`config.mk`:
```
export PLATFORM = sky130hd
export DESIGN_NAME = page_header_validator_top
export DESIGN_NICKNAME = d
export VERILOG_FILES = /design/src/rtl/phv_pkg.sv /design/src/rtl/phv_front.sv /design/src/rtl/phv_rec_queue.sv /design/src/rtl/phv_back.sv /design/src/rtl/page_header_validator_top.sv
export VERILOG_INCLUDE_DIRS = /design/src /design/src/rtl
export SDC_FILE = /design/constraint.sdc
export NUM_CORES = 1
export LEC_CHECK = 0
export ABC_AREA = 0
export BUFFER_PORTS_ARGS = -buffer_cell sky130_fd_sc_hd__buf_2
export CAP_MARGIN = 40
export CORE_MARGIN = 5
export CORE_UTILIZATION = 56
export DETAILED_ROUTE_END_ITERATION = 12
export GPL_ROUTABILITY_DRIVEN = 0
export GPL_TIMING_DRIVEN = 0
export PLACE_DENSITY = 0.73
export SLEW_MARGIN = 20
export SYNTH_ARGS = -nofsm -noshare
export SYNTH_HDL_FRONTEND = slang
export SYNTH_HIERARCHICAL = 1
export SYNTH_SLANG_ARGS = --single-unit
```
`constraint.sdc`:
```
create_clock -name clk -period 16.1 [get_ports clk]
set_input_delay 3.22 -clock clk [delete_from_list [all_inputs] [get_ports clk]]
set_output_delay 3.22 -clock clk [all_outputs]
set_load 0.01 [all_outputs]
```
`src/rtl/assert_macros.svh`:
```
// Assertion macros shared by the page header validator RTL.
// Depends on nothing; included by files that carry concurrent assertions.
`ifndef ASSERT_MACROS_SVH
`define ASSERT_MACROS_SVH

// Check that a property holds at every clock edge outside reset.
`define PHV_ASSERT(label, clk, rst_n, prop, msg) \
    label: assert property (@(posedge clk) disable iff (!rst_n) (prop)) \
        else $error(msg);

// Check that a condition never holds at a clock edge outside reset.
`define PHV_ASSERT_NEVER(label, clk, rst_n, cond, msg) \
    `PHV_ASSERT(label, clk, rst_n, !(cond), msg)

`endif

```
`src/rtl/phv_pkg.sv`:
```
// Package for the page header validator: item types, page record, constants,
// status codes and the byte-wise CRC-32 update. No dependencies.
package phv_pkg;

    localparam int PAGE_BYTES = 4096;
    localparam int POS_W      = $clog2(PAGE_BYTES);
    localparam int REC_DEPTH  = 2;
    localparam int RES_DEPTH  = 2;

    localparam logic [31:0] CRC_POLY     = 32'hedb88320;
    localparam logic [31:0] CRC_ONES     = 32'hffffffff;
    localparam logic [31:0] PAGE_MAGIC   = 32'h534c5441;
    localparam logic [15:0] PAGE_VERSION = 16'd1;
    localparam logic [15:0] TYPE_MIN     = 16'd1;
    localparam logic [15:0] TYPE_MAX     = 16'd4;

    // Header byte offsets
    localparam int OFS_VERSION  = 4;
    localparam int OFS_TYPE     = 6;
    localparam int OFS_ID       = 8;
    localparam int OFS_ID_END   = 15;
    localparam int OFS_CSUM     = 24;
    localparam int OFS_CSUM_END = 27;
    localparam int OFS_SLOTS    = 28;
    localparam int OFS_LOWER    = 30;
    localparam int OFS_UPPER    = 32;
    localparam int OFS_FLAGS    = 34;
    localparam int OFS_RESV     = 44;
    localparam int OFS_RESV_END = 63;

    // Status codes
    localparam logic [2:0] ST_OK     = 3'd0;
    localparam logic [2:0] ST_CRC    = 3'd1;
    localparam logic [2:0] ST_IDENT  = 3'd2;
    localparam logic [2:0] ST_TYPE   = 3'd3;
    localparam logic [2:0] ST_META   = 3'd4;
    localparam logic [2:0] ST_RESV   = 3'd5;
    localparam logic [2:0] ST_BOUNDS = 3'd6;

    // Configuration register indexes
    localparam logic REG_HEADER_BYTES = 1'b0;
    localparam logic REG_META_TYPE    = 1'b1;

    typedef struct packed {
        logic [7:0]  data_byte;
        logic [63:0] expected_page_id;
    } in_item_t;

    typedef struct packed {
        logic [2:0]  status;
        logic [31:0] computed_crc;
        logic [15:0] page_type;
        logic [63:0] page_id;
    } out_item_t;

    // Everything the checker needs about one finished page.
    typedef struct packed {
        logic [31:0] crc;
        logic [31:0] stored_crc;
        logic [63:0] expected_id;
        logic [31:0] magic;
        logic [15:0] version;
        logic [15:0] page_type;
        logic [63:0] page_id;
        logic [15:0] slot_count;
        logic [15:0] lower_bound;
        logic [15:0] upper_bound;
        logic [15:0] flags;
        logic        resv_nonzero;
        logic [15:0] header_bytes;
        logic [2:0]  meta_code;
    } page_rec_t;

    function automatic logic [31:0] crc32_byte(logic [31:0] crc, logic [7:0] b);
        logic [31:0] c;
        c = {24'd0, crc[7:0] ^ b};
        for (int k = 0; k < 8; k++) begin
            c = (c >> 1) ^ (c[0] ? CRC_POLY : 32'd0);
        end
        return c ^ (crc >> 8);
    endfunction

endpackage

```
`src/rtl/phv_front.sv`:
```
// Front end of the page header validator: byte intake, CRC update, header
// field capture and page record hand-off. Uses phv_pkg.
module phv_front
    import phv_pkg::*;
(
    input  logic        clk,
    input  logic        rst_n,
    input  logic        push,
    output logic        full,
    input  in_item_t    page_byte,
    input  logic [15:0] header_bytes,
    input  logic [2:0]  meta_code,
    output logic        rec_push,
    input  logic        rec_full,
    output page_rec_t   rec_data
);

    localparam logic [POS_W-1:0] LAST_POS = POS_W'(PAGE_BYTES - 1);

    logic [POS_W-1:0] pos_reg, pos_next;
    logic [31:0]      crc_reg, crc_next;
    logic             resv_reg, resv_next;
    logic [31:0]      stored_crc_reg;
    logic [63:0]      exp_id_reg;
    logic [31:0]      magic_reg;
    logic [15:0]      version_reg;
    logic [15:0]      type_reg;
    logic [63:0]      id_reg;
    logic [15:0]      slots_reg;
    logic [15:0]      lower_reg;
    logic [15:0]      upper_reg;
    logic [15:0]      flags_reg;

    logic       accept;
    logic       last;
    logic       in_csum;
    logic       in_resv;
    logic [7:0] b;

    assign b       = page_byte.data_byte;
    assign last    = (pos_reg == LAST_POS);
    assign full    = last && rec_full;
    assign accept  = push && !full;
    assign in_csum = (pos_reg >= POS_W'(OFS_CSUM)) && (pos_reg <= POS_W'(OFS_CSUM_END));
    assign in_resv = (pos_reg >= POS_W'(OFS_RESV)) && (pos_reg <= POS_W'(OFS_RESV_END));

    always_comb
    begin
        pos_next  = pos_reg;
        crc_next  = crc_reg;
        resv_next = resv_reg;
        if (accept)
        begin
            crc_next  = crc32_byte(crc_reg, in_csum ? 8'h00 : b);
            resv_next = resv_reg || (in_resv && (b != 8'h00));
            pos_next  = last ? '0 : pos_reg + POS_W'(1);
            if (last)
            begin
                // Drop per-page state once the record leaves
                crc_next  = CRC_ONES;
                resv_next = 1'b0;
            end
        end
    end

    always_ff @(posedge clk or negedge rst_n)
    begin
        if (!rst_n)
        begin
            pos_reg  <= '0;
            crc_reg  <= CRC_ONES;
            resv_reg <= 1'b0;
        end
        else
        begin
            pos_reg  <= pos_next;
            crc_reg  <= crc_next;
            resv_reg <= resv_next;
        end
    end

    // Field capture: every field is fully rewritten before each page ends
    always_ff @(posedge clk)
    begin
        if (accept)
        begin
            if (pos_reg == '0)
                exp_id_reg <= page_byte.expected_page_id;
            if (in_csum)
                stored_crc_reg[8*pos_reg[1:0] +: 8] <= b;
            if (pos_reg < POS_W'(OFS_VERSION))
                magic_reg[8*pos_reg[1:0] +: 8] <= b;
            if (pos_reg == POS_W'(OFS_VERSION))     version_reg[7:0]  <= b;
            if (pos_reg == POS_W'(OFS_VERSION + 1)) version_reg[15:8] <= b;
            if (pos_reg == POS_W'(OFS_TYPE))        type_reg[7:0]     <= b;
            if (pos_reg == POS_W'(OFS_TYPE + 1))    type_reg[15:8]    <= b;
            if ((pos_reg >= POS_W'(OFS_ID)) && (pos_reg <= POS_W'(OFS_ID_END)))
                id_reg[8*pos_reg[2:0] +: 8] <= b;
            if (pos_reg == POS_W'(OFS_SLOTS))       slots_reg[7:0]    <= b;
            if (pos_reg == POS_W'(OFS_SLOTS + 1))   slots_reg[15:8]   <= b;
            if (pos_reg == POS_W'(OFS_LOWER))       lower_reg[7:0]    <= b;
            if (pos_reg == POS_W'(OFS_LOWER + 1))   lower_reg[15:8]   <= b;
            if (pos_reg == POS_W'(OFS_UPPER))       upper_reg[7:0]    <= b;
            if (pos_reg == POS_W'(OFS_UPPER + 1))   upper_reg[15:8]   <= b;
            if (pos_reg == POS_W'(OFS_FLAGS))       flags_reg[7:0]    <= b;
            if (pos_reg == POS_W'(OFS_FLAGS + 1))   flags_reg[15:8]   <= b;
        end
    end

    // The last byte only adds to the CRC, so the record takes the updated CRC
    assign rec_push = accept && last;

    always_comb
    begin
        rec_data.crc          = ~crc32_byte(crc_reg, b);
        rec_data.stored_crc   = stored_crc_reg;
        rec_data.expected_id  = exp_id_reg;
        rec_data.magic        = magic_reg;
        rec_data.version      = version_reg;
        rec_data.page_type    = type_reg;
        rec_data.page_id      = id_reg;
        rec_data.slot_count   = slots_reg;
        rec_data.lower_bound  = lower_reg;
        rec_data.upper_bound  = upper_reg;
        rec_data.flags        = flags_reg;
        rec_data.resv_nonzero = resv_reg;
        rec_data.header_bytes = header_bytes;
        rec_data.meta_code    = meta_code;
    end

endmodule

```
`src/rtl/phv_rec_queue.sv`:
```
// Short queue of finished page records between front and back end.
// Uses phv_pkg and assert_macros.svh.
`include "assert_macros.svh"

module phv_rec_queue
    import phv_pkg::*;
(
    input  logic      clk,
    input  logic      rst_n,
    input  logic      push,
    input  page_rec_t rec_in,
    output logic      full,
    input  logic      pop,
    output page_rec_t rec_out,
    output logic      empty
);

    localparam int PTR_W = $clog2(REC_DEPTH);
    localparam int CNT_W = $clog2(REC_DEPTH + 1);

    page_rec_t         entries_reg [REC_DEPTH];
    logic [PTR_W-1:0]  wr_ptr_reg, wr_ptr_next;
    logic [PTR_W-1:0]  rd_ptr_reg, rd_ptr_next;
    logic [CNT_W-1:0]  count_reg, count_next;
    logic              do_push, do_pop;

    assign full    = (count_reg == CNT_W'(REC_DEPTH));
    assign empty   = (count_reg == '0);
    assign do_push = push && !full;
    assign do_pop  = pop && !empty;
    assign rec_out = entries_reg[rd_ptr_reg];

    always_comb
    begin
        wr_ptr_next = wr_ptr_reg;
        rd_ptr_next = rd_ptr_reg;
        count_next  = count_reg;
        if (do_push)
            wr_ptr_next = (wr_ptr_reg == PTR_W'(REC_DEPTH - 1)) ? '0 : wr_ptr_reg + PTR_W'(1);
        if (do_pop)
            rd_ptr_next = (rd_ptr_reg == PTR_W'(REC_DEPTH - 1)) ? '0 : rd_ptr_reg + PTR_W'(1);
        if (do_push && !do_pop)
            count_next = count_reg + CNT_W'(1);
        else if (do_pop && !do_push)
            count_next = count_reg - CNT_W'(1);
    end

    always_ff @(posedge clk or negedge rst_n)
    begin
        if (!rst_n)
        begin
            wr_ptr_reg <= '0;
            rd_ptr_reg <= '0;
            count_reg  <= '0;
        end
        else
        begin
            wr_ptr_reg <= wr_ptr_next;
            rd_ptr_reg <= rd_ptr_next;
            count_reg  <= count_next;
        end
    end

    always_ff @(posedge clk)
    begin
        if (do_push)
            entries_reg[wr_ptr_reg] <= rec_in;
    end

    `PHV_ASSERT(a_count_bound, clk, rst_n, count_reg <= CNT_W'(REC_DEPTH), "record count over depth")
    `PHV_ASSERT_NEVER(a_no_overflow, clk, rst_n, push && full, "record pushed into full queue")
    `PHV_ASSERT(a_pop_drains, clk, rst_n, (do_pop && !do_push) |=> (count_reg == $past(count_reg) - CNT_W'(1)), "pop did not drain one record")

endmodule

```
`src/rtl/phv_back.sv`:
```
// Back end of the page header validator: runs the header checks on one page
// record and holds results in a small output queue. Uses phv_pkg.
module phv_back
    import phv_pkg::*;
(
    input  logic      clk,
    input  logic      rst_n,
    input  logic      rec_empty,
    output logic      rec_pop,
    input  page_rec_t rec_data,
    input  logic      pop,
    output logic      empty,
    output out_item_t result
);

    localparam int PTR_W = $clog2(RES_DEPTH);
    localparam int CNT_W = $clog2(RES_DEPTH + 1);

    out_item_t        res_reg [RES_DEPTH];
    logic [PTR_W-1:0] wr_ptr_reg, wr_ptr_next;
    logic [PTR_W-1:0] rd_ptr_reg, rd_ptr_next;
    logic [CNT_W-1:0] count_reg, count_next;
    logic             res_full, do_write, do_read;

    // header_bytes + 4 * slot_count reaches 19 bits; keep the full sum
    logic [18:0] lower_exp;
    logic        bounds_bad, meta_id, meta_type, ident_bad, type_bad;
    logic [2:0]  status;
    out_item_t   res_in;

    // Checks, first failure wins
    always_comb
    begin
        lower_exp  = {3'b000, rec_data.header_bytes} + {1'b0, rec_data.slot_count, 2'b00};
        bounds_bad = ({3'b000, rec_data.lower_bound} != lower_exp)
                  || (rec_data.lower_bound > rec_data.upper_bound)
                  || ({1'b0, rec_data.upper_bound} > 17'(PAGE_BYTES));
        meta_id    = (rec_data.page_id == 64'd0);
        meta_type  = (rec_data.page_type == {13'd0, rec_data.meta_code});
        ident_bad  = (rec_data.magic != PAGE_MAGIC) || (rec_data.version != PAGE_VERSION)
                  || (rec_data.page_id != rec_data.expected_id);
        type_bad   = (rec_data.page_type < TYPE_MIN) || (rec_data.page_type > TYPE_MAX)
                  || (rec_data.flags != 16'd0);
        if (rec_data.crc != rec_data.stored_crc)
            status = ST_CRC;
        else if (ident_bad)
            status = ST_IDENT;
        else if (type_bad)
            status = ST_TYPE;
        else if (meta_id != meta_type)
            status = ST_META;
        else if (rec_data.resv_nonzero)
            status = ST_RESV;
        else if (bounds_bad)
            status = ST_BOUNDS;
        else
            status = ST_OK;

        res_in.status       = status;
        res_in.computed_crc = rec_data.crc;
        res_in.page_type    = rec_data.page_type;
        res_in.page_id      = rec_data.page_id;
    end

    assign res_full = (count_reg == CNT_W'(RES_DEPTH));
    assign empty    = (count_reg == '0);
    assign do_write = !rec_empty && !res_full;
    assign do_read  = pop && !empty;
    assign rec_pop  = do_write;
    assign result   = res_reg[rd_ptr_reg];

    always_comb
    begin
        wr_ptr_next = wr_ptr_reg;
        rd_ptr_next = rd_ptr_reg;
        count_next  = count_reg;
        if (do_write)
            wr_ptr_next = (wr_ptr_reg == PTR_W'(RES_DEPTH - 1)) ? '0 : wr_ptr_reg + PTR_W'(1);
        if (do_read)
            rd_ptr_next = (rd_ptr_reg == PTR_W'(RES_DEPTH - 1)) ? '0 : rd_ptr_reg + PTR_W'(1);
        if (do_write && !do_read)
            count_next = count_reg + CNT_W'(1);
        else if (do_read && !do_write)
            count_next = count_reg - CNT_W'(1);
    end

    always_ff @(posedge clk or negedge rst_n)
    begin
        if (!rst_n)
        begin
            wr_ptr_reg <= '0;
            rd_ptr_reg <= '0;
            count_reg  <= '0;
        end
        else
        begin
            wr_ptr_reg <= wr_ptr_next;
            rd_ptr_reg <= rd_ptr_next;
            count_reg  <= count_next;
        end
    end

    always_ff @(posedge clk)
    begin
        if (do_write)
            res_reg[wr_ptr_reg] <= res_in;
    end

endmodule

```
`src/rtl/page_header_validator_top.sv`:
```
// Top level of the page header validator: configuration registers and the
// front end, record queue and back end. Uses phv_pkg.
//
// The block takes one page byte per cycle while full is low, offset zero
// first, and after the last byte of a page (PAGE_BYTES bytes) delivers one
// result item with the status of the first failed header check, the CRC-32
// of the page with the checksum bytes 24 to 27 taken as zero, the page type
// and the page id. Throughput is one byte per clock while full is low, set
// by the byte-wide CRC update in the front end. The page record enters the
// record queue at the edge that accepts the last byte, and the checker then
// writes the result into the output queue once that queue has room. Full
// rises only on the last byte of a page while two finished pages still wait
// for the checker; the output queue holds two results, so a stalled reader
// blocks input only after several pages. expected_page_id is sampled with
// the first byte of each page. The registers (header_bytes,
// metadata_type_code) are taken into the page record with the last byte.
module page_header_validator_top
    import phv_pkg::*;
(
    input  logic        clk,
    input  logic        rst_n,
    // Byte input
    input  logic        push,
    output logic        full,
    input  in_item_t    page_byte,
    // Result output
    output logic        empty,
    input  logic        pop,
    output out_item_t   result,
    // Configuration
    input  logic        wr_en,
    input  logic        reg_index,
    input  logic [15:0] wr_data
);

    logic [15:0] header_bytes_reg;
    logic [2:0]  meta_code_reg;

    logic      rec_push, rec_full, rec_pop, rec_empty;
    page_rec_t rec_in, rec_out;

    // Hold configuration; a write lands at once
    always_ff @(posedge clk or negedge rst_n)
    begin
        if (!rst_n)
        begin
            header_bytes_reg <= 16'd64;
            meta_code_reg    <= 3'd1;
        end
        else if (wr_en)
        begin
            unique case (reg_index)
                REG_HEADER_BYTES: header_bytes_reg <= wr_data;
                REG_META_TYPE:    meta_code_reg    <= wr_data[2:0];
                default:          ;
            endcase
        end
    end

    // Accept bytes, advance CRC, capture header fields
    phv_front u_front (
        .clk          (clk),
        .rst_n        (rst_n),
        .push         (push),
        .full         (full),
        .page_byte    (page_byte),
        .header_bytes (header_bytes_reg),
        .meta_code    (meta_code_reg),
        .rec_push     (rec_push),
        .rec_full     (rec_full),
        .rec_data     (rec_in)
    );

    // Decouple the byte stream from the checker
    phv_rec_queue u_rec_queue (
        .clk     (clk),
        .rst_n   (rst_n),
        .push    (rec_push),
        .rec_in  (rec_in),
        .full    (rec_full),
        .pop     (rec_pop),
        .rec_out (rec_out),
        .empty   (rec_empty)
    );

    // Check one page record and queue its result
    phv_back u_back (
        .clk       (clk),
        .rst_n     (rst_n),
        .rec_empty (rec_empty),
        .rec_pop   (rec_pop),
        .rec_data  (rec_out),
        .pop       (pop),
        .empty     (empty),
        .result    (result)
    );

endmodule

```
# After elaboration in Yosys (flattened, before gate mapping)
# Memories as Yosys holds them, arrays and structs flattened.
# Index checks and enable logic that the tools add are counted.
totals:
  n_memories: 2
  in_bits: 94
  ff_bits: 360
  elab_cells: 198
  ram_bits: 910
mem_list:
  columns: ["name", "words", "word_bits", "rd", "rd_clocked_by_memory_dff", "wr", "line", "text"]
  rows:
  - ["u_rec_queue.entries_reg", 2, 340, 1, 0, 1, "phv_rec_queue.sv:21", "page_rec_t entries_reg [REC_DEPTH];"]
  - ["u_back.res_reg", 2, 115, 1, 0, 1, "phv_back.sv:19", "out_item_t res_reg [RES_DEPTH];"]
op_classes:
  bitwise: 22
  n_shift: 4
  magnitude_cmp: 11
  n_eq_ne: 22
  reduce_logical: 57
  add_sub_neg: 12
  mux: 41
ops:
  columns: ["cell", "count"]
  rows:
  - ["$mux 32", 17]
  - ["$xor 31x32->32", 14]
  - ["$bwmux 32", 2]
  - ["$bwmux 64", 1]
  - ["$logic_not 64->1", 1]
  - ["$ne 64x64->1", 1]
  - ["$shift 8x34->64 const A", 1]
  - ["$shiftx 8x34->64", 1]
  - ["$xor 32x24->32", 2]
  - ["$xor 7x32->32", 2]
  - ["$eq 12x3->1 const B", 4]
  - ["$eq 12x5->1 const B", 4]
  - ["$eq 12x6->1 const B", 4]
  - ["$reduce_and 2->1", 18]
  - ["$neg 5->34", 1]
  - ["$neg 6->34", 1]
  - ["$shift 8x34->32 const A", 1]
  - ["$shiftx 8x34->32", 1]
  - ["$ne 32x31->1 const B", 1]
  - ["$ne 32x32->1", 1]
  - ["$not 32->32", 1]
  - ["$add 16x18->19", 1]
  - ["$ne 16x19->1", 1]
  - ["$mux 3", 6]
  - ["34 further kinds", 82]

# Depth between registers and ports, before layout
depth:
  ltp_word: 22
  mapped_depth: 14

# Modules after synthesis
# The synthesis kept the hierarchy.
by_module_without_submodules:
  columns: ["mod", "cells_each", "area_per_inst_um2", "n_inst", "seq_area_each_um2"]
  rows:
  - ["phv_rec_queue", 1077, 26008.7, 1, 20519.7]
  - ["phv_front", 863, 13538.0, 1, 9814.4]
  - ["phv_back", 798, 11592.4, 1, 7006.7]
  - ["page_header_validator_top", 42, 778.2, 1, 478.0]

# Worst setup path after synthesis
# Ideal clock, no wire load.
synth_timing:
  kind: "input port to flip-flop"
  start: "input port push"
  end: "memory u_rec_queue/entries_reg[0][0] (netlist bit), enable pin"
  n_path_buf: 0
  t_arrival_ps: 17921
  setup_slack_ps: -2871
  required_time_ps: 15049
  stages: 3
  path_cell_list: "nor3b_1 nand2_1 nor2_1"
synth_between:
  elab_chain_len: 5
synth_rtl:
  columns: ["item", "line", "text"]
  rows:
  - ["start: declaration", "page_header_validator_top.sv:23", "input logic push,"]
  - ["$logic_and 1x1->1", "phv_front.sv:43", "assign accept = push && !full;"]
  - ["$logic_and 1x1->1", "phv_front.sv:111", "assign rec_push = accept && last;"]
  - ["$logic_and 1x1->1", "phv_rec_queue.sv:29", "assign do_push = push && !full;"]
  - ["$mux 1", "phv_rec_queue.sv:66", "if (do_push)"]
  - ["$mux 1 (implied by the code)", "phv_rec_queue.sv:67", "entries_reg[wr_ptr_reg] <= rec_in;"]
  - ["end: declaration", "phv_rec_queue.sv:21", null]
# Every way passes these cells.

==> run metrics <==
status=complete, no violations; PD cells=186 nW/um2; fmax=154 MHz; hold path depth=0; core area=91800 um2; starting density of the core=about 57%; combinational fraction of design power=34.5%; gr busiest metal=met2; gr ovfl total=0; Die H=314 um; area leader, netlist=edfxtp_1; Setup Buffers After CTS=0; vias per cell=5.67; cell area after synthesis=51900 um2; Port Buffers=210; YS warnings=6; die outline width=314 um; worst flop-to-flop path endpoint=u_rec_queue/entries_reg[0][241]$_DFFE_PP_; final WL=between 100 and 150 mm; H-tree levels=3; Final Hold Viols=0; Final setup viols=0; CP arrival=~3.3 ns; NetSw=~3.5 mW; drt wl/cell=24.9 um; clock root cell=clkbuf_16; Flop pwr share=39.8%; Clock Tree Buf Depth=3; R2R Path Start=u_front/pos_reg[1]$_DFFE_PN0P_; Int Power=7.59 mW; HP Class=reg2reg; Synth top cells by count=edfxtp_1, mux2_4, mux2_2, xnor2_1, xor2_1; Die Area=98900 um2; critical-path cell list=clkbuf_2, clkbuf_2, clkbuf_1, mux2_2, buf_2; clock latency at the later pin of the worst-skew pair=0.71 ns; Primary FF master, synth=edfxtp_1; Hold EP=u_rec_queue/entries_reg[0][167]$_DFFE_PP_; initial antenna violation count=3; vias in the first global route=approximately 27000; Max-Cap Viols=0; RSZ-0062 raised after global routing=false; asr flop ratio synth=5.67%; met2 usage=38.5%; Clock Power Share=between 20% and 30%; Detailed Routing Iterations Pass 1=6; worst reg2reg path depth=15; CTS tree=yes; 1st-iter DRT viols=2337; CP most frequent cell=clkbuf_2; Final Skew=0.0597 ns; share of cells above drive strength 1=~32%; DPL Wire Length=78.9 mm; clk sink count=1270; num rows=111; sw frac=31.4%; NumNets Final=3300; largest net degree at the start of global routing=59; CP Capture Type=primary output; GRT Resource Usage Total=22.7%; IO Count=approximately 210; Critical Path Start Type=flop; R2R Setup Slk=11.56 ns; Tcrit/Tclk final=40.3%; Yosys reg bits=approximately 1300; # resized after CTS=0; vias=approximately 26000; relative slew slack=41.0%; leakage=21.1 nW; most common cell in the netlist=edfxtp_1; number of routed nets with antenna violations=0; EDFF count, synth=approximately 1200; Final Max Tran Viols=0; CP required=12.88 ns; # DRC=0; minimum hold slack=0.440 ns; CTS Hold Buffers Added=0; syn nets=roughly 2900; crit-path max cell delay=about 0.62 ns; Syn Area/Cell=between 15 and 20 um2; VDD IR max=approximately 0.10 mV; critical path class=reg2out; grt met3 use=~3.3%; total CTS buffers=approximately 120; first-pass GRT wire length=168 mm; Reg clk slew, reported paths=0.06 ns; sequential cell area fraction in the yosys report=72.8%; main area contributors after synthesis=edfxtp_1, mux2_4, mux2_2, xnor2_1, xor2_1; area share of the largest cell type after synthesis=69.3%; filler instances=6033; CP max-delay cell=clkbuf_1; Synth Instances=2780; Layout area overhead=14.7%; final worst path period need=6.48 ns; max reg flops=680; Yosys cell types=81; setup TNS=0 ns; GR Layer Usage met1=30.5%; launch point of the worst hold path=u_front/version_reg[3]$_DFFE_PP_; slew of the pin with the lowest slew margin=~0.9 ns; CP max FO=10
area by class of cell:
| type | instances | area, um2 | share of cell area [%] |
|---|---|---|---|
| clock inverter | 69 | 790 | 1.33 |
| clock buffer | 158 | 3260 | 5.47 |
| timing repair buffer | 262 | 1980 | 3.32 |
| sequential | 1270 | 37800 | 63.5 |
| inverter | 32 | 120 | 0.202 |
| tap | 1243 | 1560 | 2.61 |
| buffer | 121 | 973 | 1.63 |
| antenna | 3 | 7.51 | 0.0126 |
| multi-input combinational | 1357 | 13100 | 21.9 |
power by group through the flow:
stage               clock (mW)  combinational (mW)  sequential (mW)
floorplan                    0                2.65             4.47
global placement             0                3.63             4.54
detailed placement           0                3.80             4.48
CTS                       2.89                3.84             4.41
global route              3.04                4.07             4.44
finish                    2.84                3.83             4.41
worst max path at each step:
stage	endpoint	from	slack (ns)
2_1_floorplan	u_rec_queue/entries_reg[0][0]$_DFFE_PP_	push	2.90
3_3_place_gp	u_rec_queue/entries_reg[0][241]$_DFFE_PP_	push	-2.16
3_5_place_dp	u_rec_queue/entries_reg[0][241]$_DFFE_PP_	push	9.26
4_1_cts	result[94]	u_back/rd_ptr_reg$_DFFE_PN0P_	9.45
5_1_grt	result[86]	u_back/rd_ptr_reg$_DFFE_PN0P_	9.47
6_report	result[94]	u_back/rd_ptr_reg$_DFFE_PN0P_	9.62
cell usage in the layout, fill, tap and decap left out, types with 49 or more instances in the layout:
cell type and n:
a21oi_1 49, and2_1 106, buf_2 229, clkbuf_1 69, clkbuf_16 121, edfxtp_1 1198, mux2_2 174, mux2_4 300
nor2_1 58, nor4_1 56, xnor2_1 174, xor2_1 121
critical path, delay by kind of cell (launching register included):
| kind | cells | cell delay [ns] |
|---|---|---|
| buffers and inverters | 4 | 1.78 |
| flip-flops | 1 | 0.32 |
| multiplexers | 1 | 0.43 |
per-stage QoR:
stage	total power [mW]	instances	area [um2]	setup slack [ns]	util [%]
final	11.1	4515	59600	9.62	64.9
after global routing	11.5	4513	59600	9.47	64.9
after CTS	11.1	4508	59500	9.45	64.8
after detailed placement	8.28	4281	55500	9.26	60.4
after global placement	8.17	4233	54500	-2.16	59.4
after floorplan	7.13	2780	51900	2.90	-
layer usage:
layer	share of wire [%]	up-vias
met2	50	925
met1	41	13000
met4	3.5	0
met5	0	-
li1	-	11400
met3	5.8	211
kinds of logic after synthesis:
| logic type | share of synthesized area, % |
|---|---|
| adders and majority gates | 1.00 |
| DFF | 72.8 |
| buffers and inverters | 2.10 |
| xor gates and xnor gates | 5.21 |
| and+or+nand+nor | 4.71 |
| AOI/OAI and AO/OA | 1.64 |
| muxes | 12.5 |
(Power assumes the default switching activity.)
